## src/hw/rtl/lswmc_pkg.sv

```systemverilog
`timescale 1ns / 1ps

package lswmc_pkg;

    localparam int DEFAULT_QUEUE_DEPTH = 2;
    localparam logic [15:0] LEVEL_NEVER = 16'hffff;
    localparam int DIV_STEPS = 32;

    typedef enum logic [1:0] {
        MODE_STOPPED = 2'd0,
        MODE_ONESHOT = 2'd1,
        MODE_FREERUN = 2'd2
    } mode_t;

    typedef enum logic [1:0] {
        SIDE_NONE  = 2'd0,
        SIDE_LEFT  = 2'd1,
        SIDE_RIGHT = 2'd2
    } side_t;

    localparam logic OP_SAMPLE  = 1'b0;
    localparam logic OP_RESTART = 1'b1;

    localparam logic CFG_LEFT_PIN  = 1'b0;
    localparam logic CFG_RIGHT_PIN = 1'b1;

    typedef struct packed {
        logic        op;
        logic [1:0]  new_mode;
        logic [15:0] window_length;
        logic [5:0]  source_pin;
        logic [15:0] sample_value;
        logic [31:0] time_now;
    } in_t;

    typedef struct packed {
        logic [15:0] left_threshold;
        logic [15:0] right_threshold;
        logic        calibrating;
        logic        window_closed;
    } out_t;

    // Classified command handed from the front to the back through the queue
    typedef struct packed {
        logic        is_restart;
        mode_t       mode;
        logic [15:0] wlen;
        side_t       side;
        logic [15:0] value;
        logic [31:0] time_now;
    } cmd_t;

endpackage

```

## src/hw/rtl/lswmc_fifo.sv

```systemverilog
`timescale 1ns / 1ps

module lswmc_fifo
    import lswmc_pkg::*;
#(
    parameter int DEPTH = DEFAULT_QUEUE_DEPTH
) (
    input  logic clk,
    input  logic rst_n,
    input  logic push,
    input  cmd_t push_data,
    output logic full,
    input  logic pop,
    output cmd_t pop_data,
    output logic empty
);

    localparam int PTR_W = $clog2(DEPTH);
    localparam int CNT_W = $clog2(DEPTH + 1);
    localparam logic [PTR_W-1:0] LAST = PTR_W'(DEPTH - 1);
    localparam logic [CNT_W-1:0] FULL_COUNT = CNT_W'(DEPTH);

    cmd_t             entries_reg [DEPTH];
    logic [PTR_W-1:0] wr_ptr_reg;
    logic [PTR_W-1:0] rd_ptr_reg;
    logic [CNT_W-1:0] count_reg;

    assign full     = (count_reg == FULL_COUNT);
    assign empty    = (count_reg == '0);
    assign pop_data = entries_reg[rd_ptr_reg];

    always_ff @(posedge clk)
    begin
        if (push)
        begin
            entries_reg[wr_ptr_reg] <= push_data;
        end
    end

    always_ff @(posedge clk or negedge rst_n)
    begin
        if (!rst_n)
        begin
            wr_ptr_reg <= '0;
            rd_ptr_reg <= '0;
            count_reg  <= '0;
        end
        else
        begin
            if (push)
            begin
                wr_ptr_reg <= (wr_ptr_reg == LAST) ? '0 : wr_ptr_reg + 1'b1;
            end
            if (pop)
            begin
                rd_ptr_reg <= (rd_ptr_reg == LAST) ? '0 : rd_ptr_reg + 1'b1;
            end
            if (push && !pop)
            begin
                count_reg <= count_reg + 1'b1;
            end
            else if (pop && !push)
            begin
                count_reg <= count_reg - 1'b1;
            end
        end
    end

endmodule

```

## src/hw/rtl/lswmc_front.sv

```systemverilog
`timescale 1ns / 1ps

module lswmc_front
    import lswmc_pkg::*;
(
    input  logic       in_valid,
    output logic       in_stall,
    input  in_t        in_data,
    input  logic [5:0] left_pin,
    input  logic [5:0] right_pin,
    input  logic       queue_full,
    output logic       push,
    output cmd_t       cmd
);

    mode_t mode_norm;

    assign in_stall = queue_full;
    assign push     = in_valid && !queue_full;

    // Fold the unused mode code into free-running
    always_comb
    begin
        unique case (in_data.new_mode)
            MODE_STOPPED: mode_norm = MODE_STOPPED;
            MODE_ONESHOT: mode_norm = MODE_ONESHOT;
            default:      mode_norm = MODE_FREERUN;
        endcase
    end

    always_comb
    begin
        cmd.is_restart = (in_data.op == OP_RESTART);
        cmd.mode       = mode_norm;
        // A stopped restart carries a zero window
        cmd.wlen       = (mode_norm == MODE_STOPPED) ? 16'd0 : in_data.window_length;
        cmd.value      = in_data.sample_value;
        cmd.time_now   = in_data.time_now;
        // Left wins when both pins match
        if (in_data.source_pin == left_pin)
        begin
            cmd.side = SIDE_LEFT;
        end
        else if (in_data.source_pin == right_pin)
        begin
            cmd.side = SIDE_RIGHT;
        end
        else
        begin
            cmd.side = SIDE_NONE;
        end
    end

endmodule

```

## src/hw/rtl/lswmc_div.sv

```systemverilog
`timescale 1ns / 1ps

module lswmc_div
    import lswmc_pkg::*;
(
    input  logic        clk,
    input  logic        rst_n,
    input  logic        start,
    input  logic [31:0] dividend,
    input  logic [31:0] divisor,
    output logic        busy,
    output logic [15:0] quotient
);

    localparam int STEP_W = $clog2(DIV_STEPS);
    localparam logic [STEP_W-1:0] LAST_STEP = STEP_W'(DIV_STEPS - 1);

    logic [31:0]       rem_reg;
    logic [31:0]       quo_reg;
    logic [31:0]       divisor_reg;
    logic [STEP_W-1:0] step_reg;
    logic              busy_reg;
    logic [32:0]       shifted;
    logic [32:0]       diff;

    // Restoring division, one quotient bit per cycle while busy
    assign shifted  = {rem_reg, quo_reg[31]};
    assign diff     = shifted - {1'b0, divisor_reg};
    assign busy     = busy_reg;
    assign quotient = quo_reg[15:0];

    always_ff @(posedge clk)
    begin
        if (start)
        begin
            rem_reg     <= '0;
            quo_reg     <= dividend;
            divisor_reg <= divisor;
        end
        else if (busy_reg)
        begin
            rem_reg <= diff[32] ? shifted[31:0] : diff[31:0];
            quo_reg <= {quo_reg[30:0], ~diff[32]};
        end
    end

    always_ff @(posedge clk or negedge rst_n)
    begin
        if (!rst_n)
        begin
            busy_reg <= 1'b0;
            step_reg <= '0;
        end
        else if (start)
        begin
            busy_reg <= 1'b1;
            step_reg <= '0;
        end
        else if (busy_reg)
        begin
            step_reg <= step_reg + 1'b1;
            if (step_reg == LAST_STEP)
            begin
                busy_reg <= 1'b0;
            end
        end
    end

endmodule

```

## src/hw/rtl/lswmc_back.sv

```systemverilog
`timescale 1ns / 1ps

module lswmc_back
    import lswmc_pkg::*;
(
    input  logic clk,
    input  logic rst_n,
    input  logic queue_empty,
    output logic pop,
    input  cmd_t cmd,
    output logic out_valid,
    input  logic out_stall,
    output out_t out_data
);

    typedef enum logic [3:0] {
        ST_IDLE   = 4'b0001,
        ST_EXEC   = 4'b0010,
        ST_DIVIDE = 4'b0100,
        ST_EMIT   = 4'b1000
    } state_t;

    state_t      state_reg;
    state_t      state_next;
    cmd_t        cur_reg;
    mode_t       mode_reg;
    logic [15:0] window_size_reg;
    logic [31:0] window_end_reg;
    logic [31:0] left_sum_reg;
    logic [31:0] left_count_reg;
    logic [31:0] right_sum_reg;
    logic [31:0] right_count_reg;
    logic [15:0] left_level_reg;
    logic [15:0] right_level_reg;
    logic        closed_reg;
    logic        left_upd_reg;
    logic        right_upd_reg;
    logic        out_valid_reg;
    out_t        out_data_reg;

    logic        active_sample;
    logic        closing;
    logic        keep_running;
    logic        add_left;
    logic        add_right;
    logic [31:0] left_sum_base;
    logic [31:0] left_count_base;
    logic [31:0] right_sum_base;
    logic [31:0] right_count_base;
    logic [31:0] value_ext;
    logic        div_start;
    logic        left_busy;
    logic        right_busy;
    logic [15:0] left_quo;
    logic [15:0] right_quo;
    logic        out_free;

    assign active_sample = !cur_reg.is_restart && (mode_reg != MODE_STOPPED);
    assign closing       = active_sample && (cur_reg.time_now >= window_end_reg);
    assign keep_running  = !closing || (mode_reg == MODE_FREERUN);
    assign add_left      = active_sample && keep_running && (cur_reg.side == SIDE_LEFT);
    assign add_right     = active_sample && keep_running && (cur_reg.side == SIDE_RIGHT);
    assign left_sum_base    = closing ? '0 : left_sum_reg;
    assign left_count_base  = closing ? '0 : left_count_reg;
    assign right_sum_base   = closing ? '0 : right_sum_reg;
    assign right_count_base = closing ? '0 : right_count_reg;
    assign value_ext     = {16'd0, cur_reg.value};
    assign div_start     = (state_reg == ST_EXEC) && closing;
    assign out_free      = !out_valid_reg || !out_stall;
    assign pop           = (state_reg == ST_IDLE) && !queue_empty;
    assign out_valid     = out_valid_reg;
    assign out_data      = out_data_reg;

    lswmc_div u_div_left (
        .clk      (clk),
        .rst_n    (rst_n),
        .start    (div_start),
        .dividend (left_sum_reg),
        .divisor  (left_count_reg),
        .busy     (left_busy),
        .quotient (left_quo)
    );

    lswmc_div u_div_right (
        .clk      (clk),
        .rst_n    (rst_n),
        .start    (div_start),
        .dividend (right_sum_reg),
        .divisor  (right_count_reg),
        .busy     (right_busy),
        .quotient (right_quo)
    );

    always_comb
    begin
        state_next = state_reg;
        unique case (state_reg)
            ST_IDLE:
            begin
                if (!queue_empty)
                begin
                    state_next = ST_EXEC;
                end
            end
            ST_EXEC:
            begin
                state_next = closing ? ST_DIVIDE : ST_EMIT;
            end
            ST_DIVIDE:
            begin
                if (!left_busy && !right_busy)
                begin
                    state_next = ST_EMIT;
                end
            end
            ST_EMIT:
            begin
                if (out_free)
                begin
                    state_next = ST_IDLE;
                end
            end
            default:
            begin
                state_next = ST_IDLE;
            end
        endcase
    end

    always_ff @(posedge clk)
    begin
        if (pop)
        begin
            cur_reg <= cmd;
        end
        if ((state_reg == ST_EMIT) && out_free)
        begin
            out_data_reg.left_threshold  <= left_level_reg;
            out_data_reg.right_threshold <= right_level_reg;
            out_data_reg.calibrating     <= (mode_reg != MODE_STOPPED);
            out_data_reg.window_closed   <= closed_reg;
        end
    end

    always_ff @(posedge clk or negedge rst_n)
    begin
        if (!rst_n)
        begin
            state_reg       <= ST_IDLE;
            mode_reg        <= MODE_STOPPED;
            window_size_reg <= '0;
            window_end_reg  <= '0;
            left_sum_reg    <= '0;
            left_count_reg  <= '0;
            right_sum_reg   <= '0;
            right_count_reg <= '0;
            left_level_reg  <= LEVEL_NEVER;
            right_level_reg <= LEVEL_NEVER;
            closed_reg      <= 1'b0;
            left_upd_reg    <= 1'b0;
            right_upd_reg   <= 1'b0;
            out_valid_reg   <= 1'b0;
        end
        else
        begin
            state_reg <= state_next;

            if (state_reg == ST_EXEC)
            begin
                if (cur_reg.is_restart)
                begin
                    mode_reg        <= cur_reg.mode;
                    window_size_reg <= cur_reg.wlen;
                    window_end_reg  <= cur_reg.time_now + {16'd0, cur_reg.wlen};
                    left_sum_reg    <= '0;
                    left_count_reg  <= '0;
                    right_sum_reg   <= '0;
                    right_count_reg <= '0;
                    closed_reg      <= 1'b0;
                end
                else
                begin
                    // Clear on close, then fold in the sample if still running
                    left_sum_reg    <= left_sum_base + (add_left ? value_ext : 32'd0);
                    left_count_reg  <= left_count_base + {31'd0, add_left};
                    right_sum_reg   <= right_sum_base + (add_right ? value_ext : 32'd0);
                    right_count_reg <= right_count_base + {31'd0, add_right};
                    closed_reg      <= closing;
                    if (closing)
                    begin
                        left_upd_reg  <= (left_count_reg != '0);
                        right_upd_reg <= (right_count_reg != '0);
                        if (mode_reg == MODE_ONESHOT)
                        begin
                            mode_reg <= MODE_STOPPED;
                        end
                        else
                        begin
                            window_end_reg <= window_end_reg + {16'd0, window_size_reg};
                        end
                    end
                end
            end

            if ((state_reg == ST_DIVIDE) && !left_busy && !right_busy)
            begin
                if (left_upd_reg)
                begin
                    left_level_reg <= left_quo;
                end
                if (right_upd_reg)
                begin
                    right_level_reg <= right_quo;
                end
            end

            if ((state_reg == ST_EMIT) && out_free)
            begin
                out_valid_reg <= 1'b1;
            end
            else if (!out_stall)
            begin
                out_valid_reg <= 1'b0;
            end
        end
    end

endmodule

```

## src/hw/rtl/light_sensor_window_mean_calibrator_core.sv

```systemverilog
// Light sensor window-mean calibrator. Each input transfer is either a restart
// (mode, window length, timestamp) or an analog sample (pin, value, timestamp);
// each one yields exactly one output transfer carrying both thresholds, the
// calibrating flag and whether this item closed a window. At a window close
// each side with samples takes the truncated mean (sum / count, low 16 bits)
// as its threshold. A front stage classifies items (mode folding, pin match
// against the left_pin and right_pin registers) into a short command queue;
// a back stage executes them one at a time and owns the output register.
// An ordinary item passes the EXEC and EMIT states of the back stage; an item
// that closes a window also waits in DIVIDE for the two 32-step restoring
// dividers, which run in parallel, one per side. The queue takes up to
// QUEUE_DEPTH transfers while the back stage works or the output waits; once
// it is full the input stalls. Configuration writes are only valid while idle.
`timescale 1ns / 1ps

module light_sensor_window_mean_calibrator_core
    import lswmc_pkg::*;
#(
    parameter int QUEUE_DEPTH = DEFAULT_QUEUE_DEPTH
) (
    input  logic       clk,
    input  logic       rst_n,
    input  logic       in_valid,
    output logic       in_stall,
    input  in_t        in_data,
    output logic       out_valid,
    input  logic       out_stall,
    output out_t       out_data,
    input  logic       cfg_write_en,
    input  logic       cfg_index,
    input  logic [5:0] cfg_data
);

    logic [5:0] left_pin_reg;
    logic [5:0] right_pin_reg;
    logic       queue_full;
    logic       queue_empty;
    logic       push;
    logic       pop;
    cmd_t       push_cmd;
    cmd_t       pop_cmd;

    // Pin registers: plain writes, no read-back
    always_ff @(posedge clk or negedge rst_n)
    begin
        if (!rst_n)
        begin
            left_pin_reg  <= 6'd0;
            right_pin_reg <= 6'd1;
        end
        else if (cfg_write_en)
        begin
            unique case (cfg_index)
                CFG_LEFT_PIN:  left_pin_reg  <= cfg_data;
                CFG_RIGHT_PIN: right_pin_reg <= cfg_data;
                default:       left_pin_reg  <= left_pin_reg;
            endcase
        end
    end

    // Front: classify each transfer and push it into the queue
    lswmc_front u_front (
        .in_valid   (in_valid),
        .in_stall   (in_stall),
        .in_data    (in_data),
        .left_pin   (left_pin_reg),
        .right_pin  (right_pin_reg),
        .queue_full (queue_full),
        .push       (push),
        .cmd        (push_cmd)
    );

    // Hold classified commands between front and back
    lswmc_fifo #(
        .DEPTH (QUEUE_DEPTH)
    ) u_fifo (
        .clk       (clk),
        .rst_n     (rst_n),
        .push      (push),
        .push_data (push_cmd),
        .full      (queue_full),
        .pop       (pop),
        .pop_data  (pop_cmd),
        .empty     (queue_empty)
    );

    // Back: update statistics, divide at window close, drive the result
    lswmc_back u_back (
        .clk         (clk),
        .rst_n       (rst_n),
        .queue_empty (queue_empty),
        .pop         (pop),
        .cmd         (pop_cmd),
        .out_valid   (out_valid),
        .out_stall   (out_stall),
        .out_data    (out_data)
    );

endmodule

```

## config.mk

```make
export PLATFORM = sky130hd
export DESIGN_NAME = light_sensor_window_mean_calibrator_core
export DESIGN_NICKNAME = d
export VERILOG_FILES = /design/src/hw/rtl/lswmc_pkg.sv /design/src/hw/rtl/lswmc_fifo.sv /design/src/hw/rtl/lswmc_front.sv /design/src/hw/rtl/lswmc_div.sv /design/src/hw/rtl/lswmc_back.sv /design/src/hw/rtl/light_sensor_window_mean_calibrator_core.sv
export SDC_FILE = /design/constraint.sdc
export NUM_CORES = 1
export LEC_CHECK = 0
export BUFFER_PORTS_ARGS = -buffer_cell sky130_fd_sc_hd__buf_2
export CAP_MARGIN = 20
export CORE_ASPECT_RATIO = 0.8
export CORE_MARGIN = 8
export CORE_UTILIZATION = 60
export DETAILED_ROUTE_END_ITERATION = 12
export PLACE_DENSITY = 0.8
export SLEW_MARGIN = 10
export SYNTH_ARGS = -nofsm -noshare
export SYNTH_HDL_FRONTEND = slang
export SYNTH_SLANG_ARGS = --single-unit
```

## constraint.sdc

```tcl
create_clock -name clk -period 16.5 [get_ports clk]
set_input_delay 0.825 -clock clk [delete_from_list [all_inputs] [get_ports clk]]
set_output_delay 0.825 -clock clk [all_outputs]
set_load 0.02 [all_outputs]
```

==> impl_metrics.env <==
export IMPL_dieArea_mm2=0.06646
export IMPL_chipHeight_um=232.2
export IMPL_stdcell_area_mm2=0.03872
export IMPL_dp_hpwl_um=54610
export IMPL_fp_coreArea_mm2=0.05792
export IMPL_post_cts_resized=0
export IMPL_cp_cell_sequence="inv_1, ha_1, a21o_1, a21o_1, a21oi_1, o31ai_1, a31oi_1, o31ai_1, a21oi_1, and3b_1, and2_1, ha_1, inv_1, fa_1, nand2b_1, a21oi_1, o211ai_1, a31oi_1, o21ai_0, o21a_1, nor3_4, and4_1, o21ai_0, a22o_1"
export IMPL_start_util_pct=60.52
export IMPL_synth_edff_count=369
export IMPL_tightest_slew_ns=1.129
export IMPL_post_route_cells_drive_above_1_share_pct=13.06
export IMPL_cpPeakStageDelay_ns=0.56
export IMPL_status="finished, final reports clean"
export IMPL_viasPerCell=6.238
export IMPL_slowest_stage="and3b_1"
export IMPL_ys_ff_latch=679
export IMPL_post_cts_setup_buffers=0
export IMPL_num_rows=79
export IMPL_yosysWarnings=0
export IMPL_die_width_um=286.2
export IMPL_maxSlewViolCount=0
export IMPL_clk_pin_slew_worst_paths_ns=0.06
export IMPL_criticalPathCategory="reg -> reg"
export IMPL_max_cap_violations=0
export IMPL_syn_num_nets=3579
export IMPL_critPathArrivalTime_ns=6.74
export IMPL_path_buf_inv=2
export IMPL_fmax_ghz=0.1603
export IMPL_port_buffer_count=120
export IMPL_rsz0062_at_grt="no"
export IMPL_h_tree_depth=3
export IMPL_io_pins=121
export IMPL_vdd_drop_max_v=0.0002018
export IMPL_gp_congestion=0.8905
export IMPL_grt_pass1_wl_um=136400
export IMPL_synth_area_mm2=0.03505
export IMPL_crit_required_ns=17.00
export IMPL_synthCells=3319
export IMPL_post_route_drc_count=0
export IMPL_placed_cell_area_mm2=0.03638
export IMPL_antenna_found_initial=4
export IMPL_drt_iter0_drc=2790
export IMPL_gr_total_overflow=0
export IMPL_ys_seq_area_share_pct=52.95
export IMPL_cts_hold_buf=0
export IMPL_synthToLayoutAreaGrowth_pct=10.45
export IMPL_endpoint_kind="flip-flop"
export IMPL_power_density_mw_per_mm2=192.1
export IMPL_clockRootBuffer="clkbuf_16"
export IMPL_wl_per_cell_um=19.84
export IMPL_grt_pass1_vias=26640
export IMPL_fin_crit_sh_pct=37.82
export IMPL_ys_flop_type="edfxtp_1"
export IMPL_critPathLaunchType="flip-flop"
export IMPL_ys_async_sr_fraction_pct=36.23
export IMPL_ant_nets=0
export IMPL_netlist_cell_type_count=88
export IMPL_cpMostUsedCell="a21oi_1"
export IMPL_grt_max_degree=163
export IMPL_layout_nets=3658
export IMPL_cts_inserted_buffers=69
export IMPL_finalHoldViolCount=0
export IMPL_largest_reg_flops=138
export IMPL_vias=26340
export IMPL_track_usage_pct=24.78
export IMPL_clk_insertion_delay_late_ns=0.62
export IMPL_clock_path_buffers=3
export IMPL_finalClockSkew_ns=0.02430
export IMPL_avgSynthCellArea_um2=10.56
export IMPL_critPathTopFamily="compound AO/OA/AOI/OAI gates"
export IMPL_final_setup_tns_ns=0
export IMPL_finalCriticalPeriod_ns=6.240
export IMPL_clock_sinks=679
export IMPL_dr_pass1_iters=8
export IMPL_cp_max_fo=17
export IMPL_max_slew_margin_pct=24.67
export IMPL_routed_wl_um=83780
export IMPL_hp_class="in -> async"
export IMPL_p_leak_nw=16.09
export IMPL_finalSetupViolCount=0
export IMPL_n_antenna_cell=0
export IMPL_cts_tree="built"
==> cell families (layout without fill, tap and decap cells) <==
family	after synthesis	count (layout)	share of synthesized area (%)
AOI/OAI and AO/OA	783	783	13.78
xor gates and xnor gates	144	144	3.619
adders and majority gates	175	175	6.375
buffers and inverters	295	430	3.334
DFF	679	679	52.95
muxes	172	172	5.318
and+or+nand+nor	1071	1071	14.62
==> Yosys cell counts, types with 8 or more instances <==
master,n,area (µm²)
a22o_1,10,87.58
a31oi_1,38,237.7
clkbuf_1,104,390.4
buf_1,10,37.54
nor3_1,37,185.2
xnor2_1,83,727.0
and3_1,60,375.4
mux2_2,113,1272
nor2b_1,36,225.2
dfxtp_1,64,1281
o211ai_1,19,142.6
a211oi_1,24,180.2
o21bai_1,10,75.07
nand2b_1,36,225.2
dfrtp_1,212,5305
nand2_1,486,1824
nand4_1,53,331.6
nand3_1,66,330.3
o21ai_0,274,1371
and2_1,79,494.2
inv_1,150,563.0
edfxtp_1,369,11080
dfstp_2,34,893.4
o31ai_1,33,247.7
a21o_1,53,397.9
o21a_1,21,157.7
a21oi_1,193,965.9
ha_1,169,2115
nor4_1,24,150.1
xor2_1,60,525.5
or3_1,14,87.58
a41oi_1,8,70.07
o41ai_1,9,78.83
mux2i_1,58,580.6
buf_2,22,110.1
and4_1,8,70.07
nor2_1,138,518.0
==> layout by cell type, fill, tap and decap left out, types with 11 or more instances in the layout <==
cell type  instances
a211oi_1          24
a21o_1            53
a21oi_1          191
a31oi_1           38
and2_1            79
and3_1            59
buf_2            119
buf_4             29
clkbuf_1          15
clkbuf_16         70
clkinv_2          11
dfrtp_1          210
dfstp_2           34
dfxtp_1           64
edfxtp_1         369
ha_1             169
inv_1            150
mux2_2           113
mux2i_1           58
nand2_1          485
nand2b_1          36
nand3_1           66
nand4_1           53
nor2_1           133
nor2b_1           36
nor3_1            37
nor4_1            24
o211ai_1          19
o21a_1            21
o21ai_0          274
o31ai_1           33
or3_1             14
xnor2_1           83
xor2_1            60
==> report_power, final <==
part	total [W]	switching (W)	internal, W
Combinational	0.00311	0.00190	0.00121
Clock	0.00161	0.000672	0.000937
Sequential	0.00272	0.000326	0.00239
==> worst paths after layout <==
check / from / endpoint / slack [ns] / cells after the start
max: u_back.window_end_reg[5] / u_back.right_sum_reg[28] / 10.26 / 24
max in group asynchronous: rst_n / u_back.u_div_right.busy / 14.86 / 2
min reg2reg: u_back.closed_reg / u_back.out_data[0] / 0.47 / 0
max reg2reg: u_back.window_end_reg[5] / u_back.right_sum_reg[28] / 10.26 / 24
min in group clk: in_data[13] / u_fifo.entries_reg[0][13] / 0.38 / 1
min: rst_n / u_back.window_size_reg[5] / 0.18 / 1
==> area by class of cell <==
type / instances / area (µm²)
Clock buffer: 93 / 1918
Clock inverter: 34 / 419.2
Fill cell: 4241 / 19210
Inverter: 153 / 576.8
Multi-Input combinational cell: 2345 / 15430
Sequential cell: 679 / 18560
Tap cell: 769 / 962.2
Timing Repair Buffer: 150 / 848.3
==> per-layer routing <==
| layer | global-route usage (%) | share of wire (%) | wire length, µm |
|---|---|---|---|
| met1 | 34.40 | 44 | 36770 |
| met2 | 39.60 | 46 | 38660 |
| met3 | 4.264 | 7.2 | 6056 |
| met4 | 8.161 | 2.7 | 2259 |
| met5 | 0 | 0.043 | 36 |
==> metrics by stage <==
step / hold WS [ns] / std cells / utilization (%) / setup WS [ns] / total power [W]
5_1_grt: 0.2705 / 4223 / 66.84 / 9.746 / 0.007896
4_1_cts: 0.2347 / 4223 / 66.84 / 10.32 / 0.007416
6_report: 0.1769 / 4223 / 66.84 / 10.26 / 0.007438
2_1_floorplan: 0.4146 / 3319 / - / 7.862 / 0.004984
3_3_place_gp: 0.4315 / 4096 / 62.81 / 10.74 / 0.005600
3_5_place_dp: 0.4470 / 4096 / 62.81 / 10.44 / 0.005774
Power figures use the tool's default switching activity.
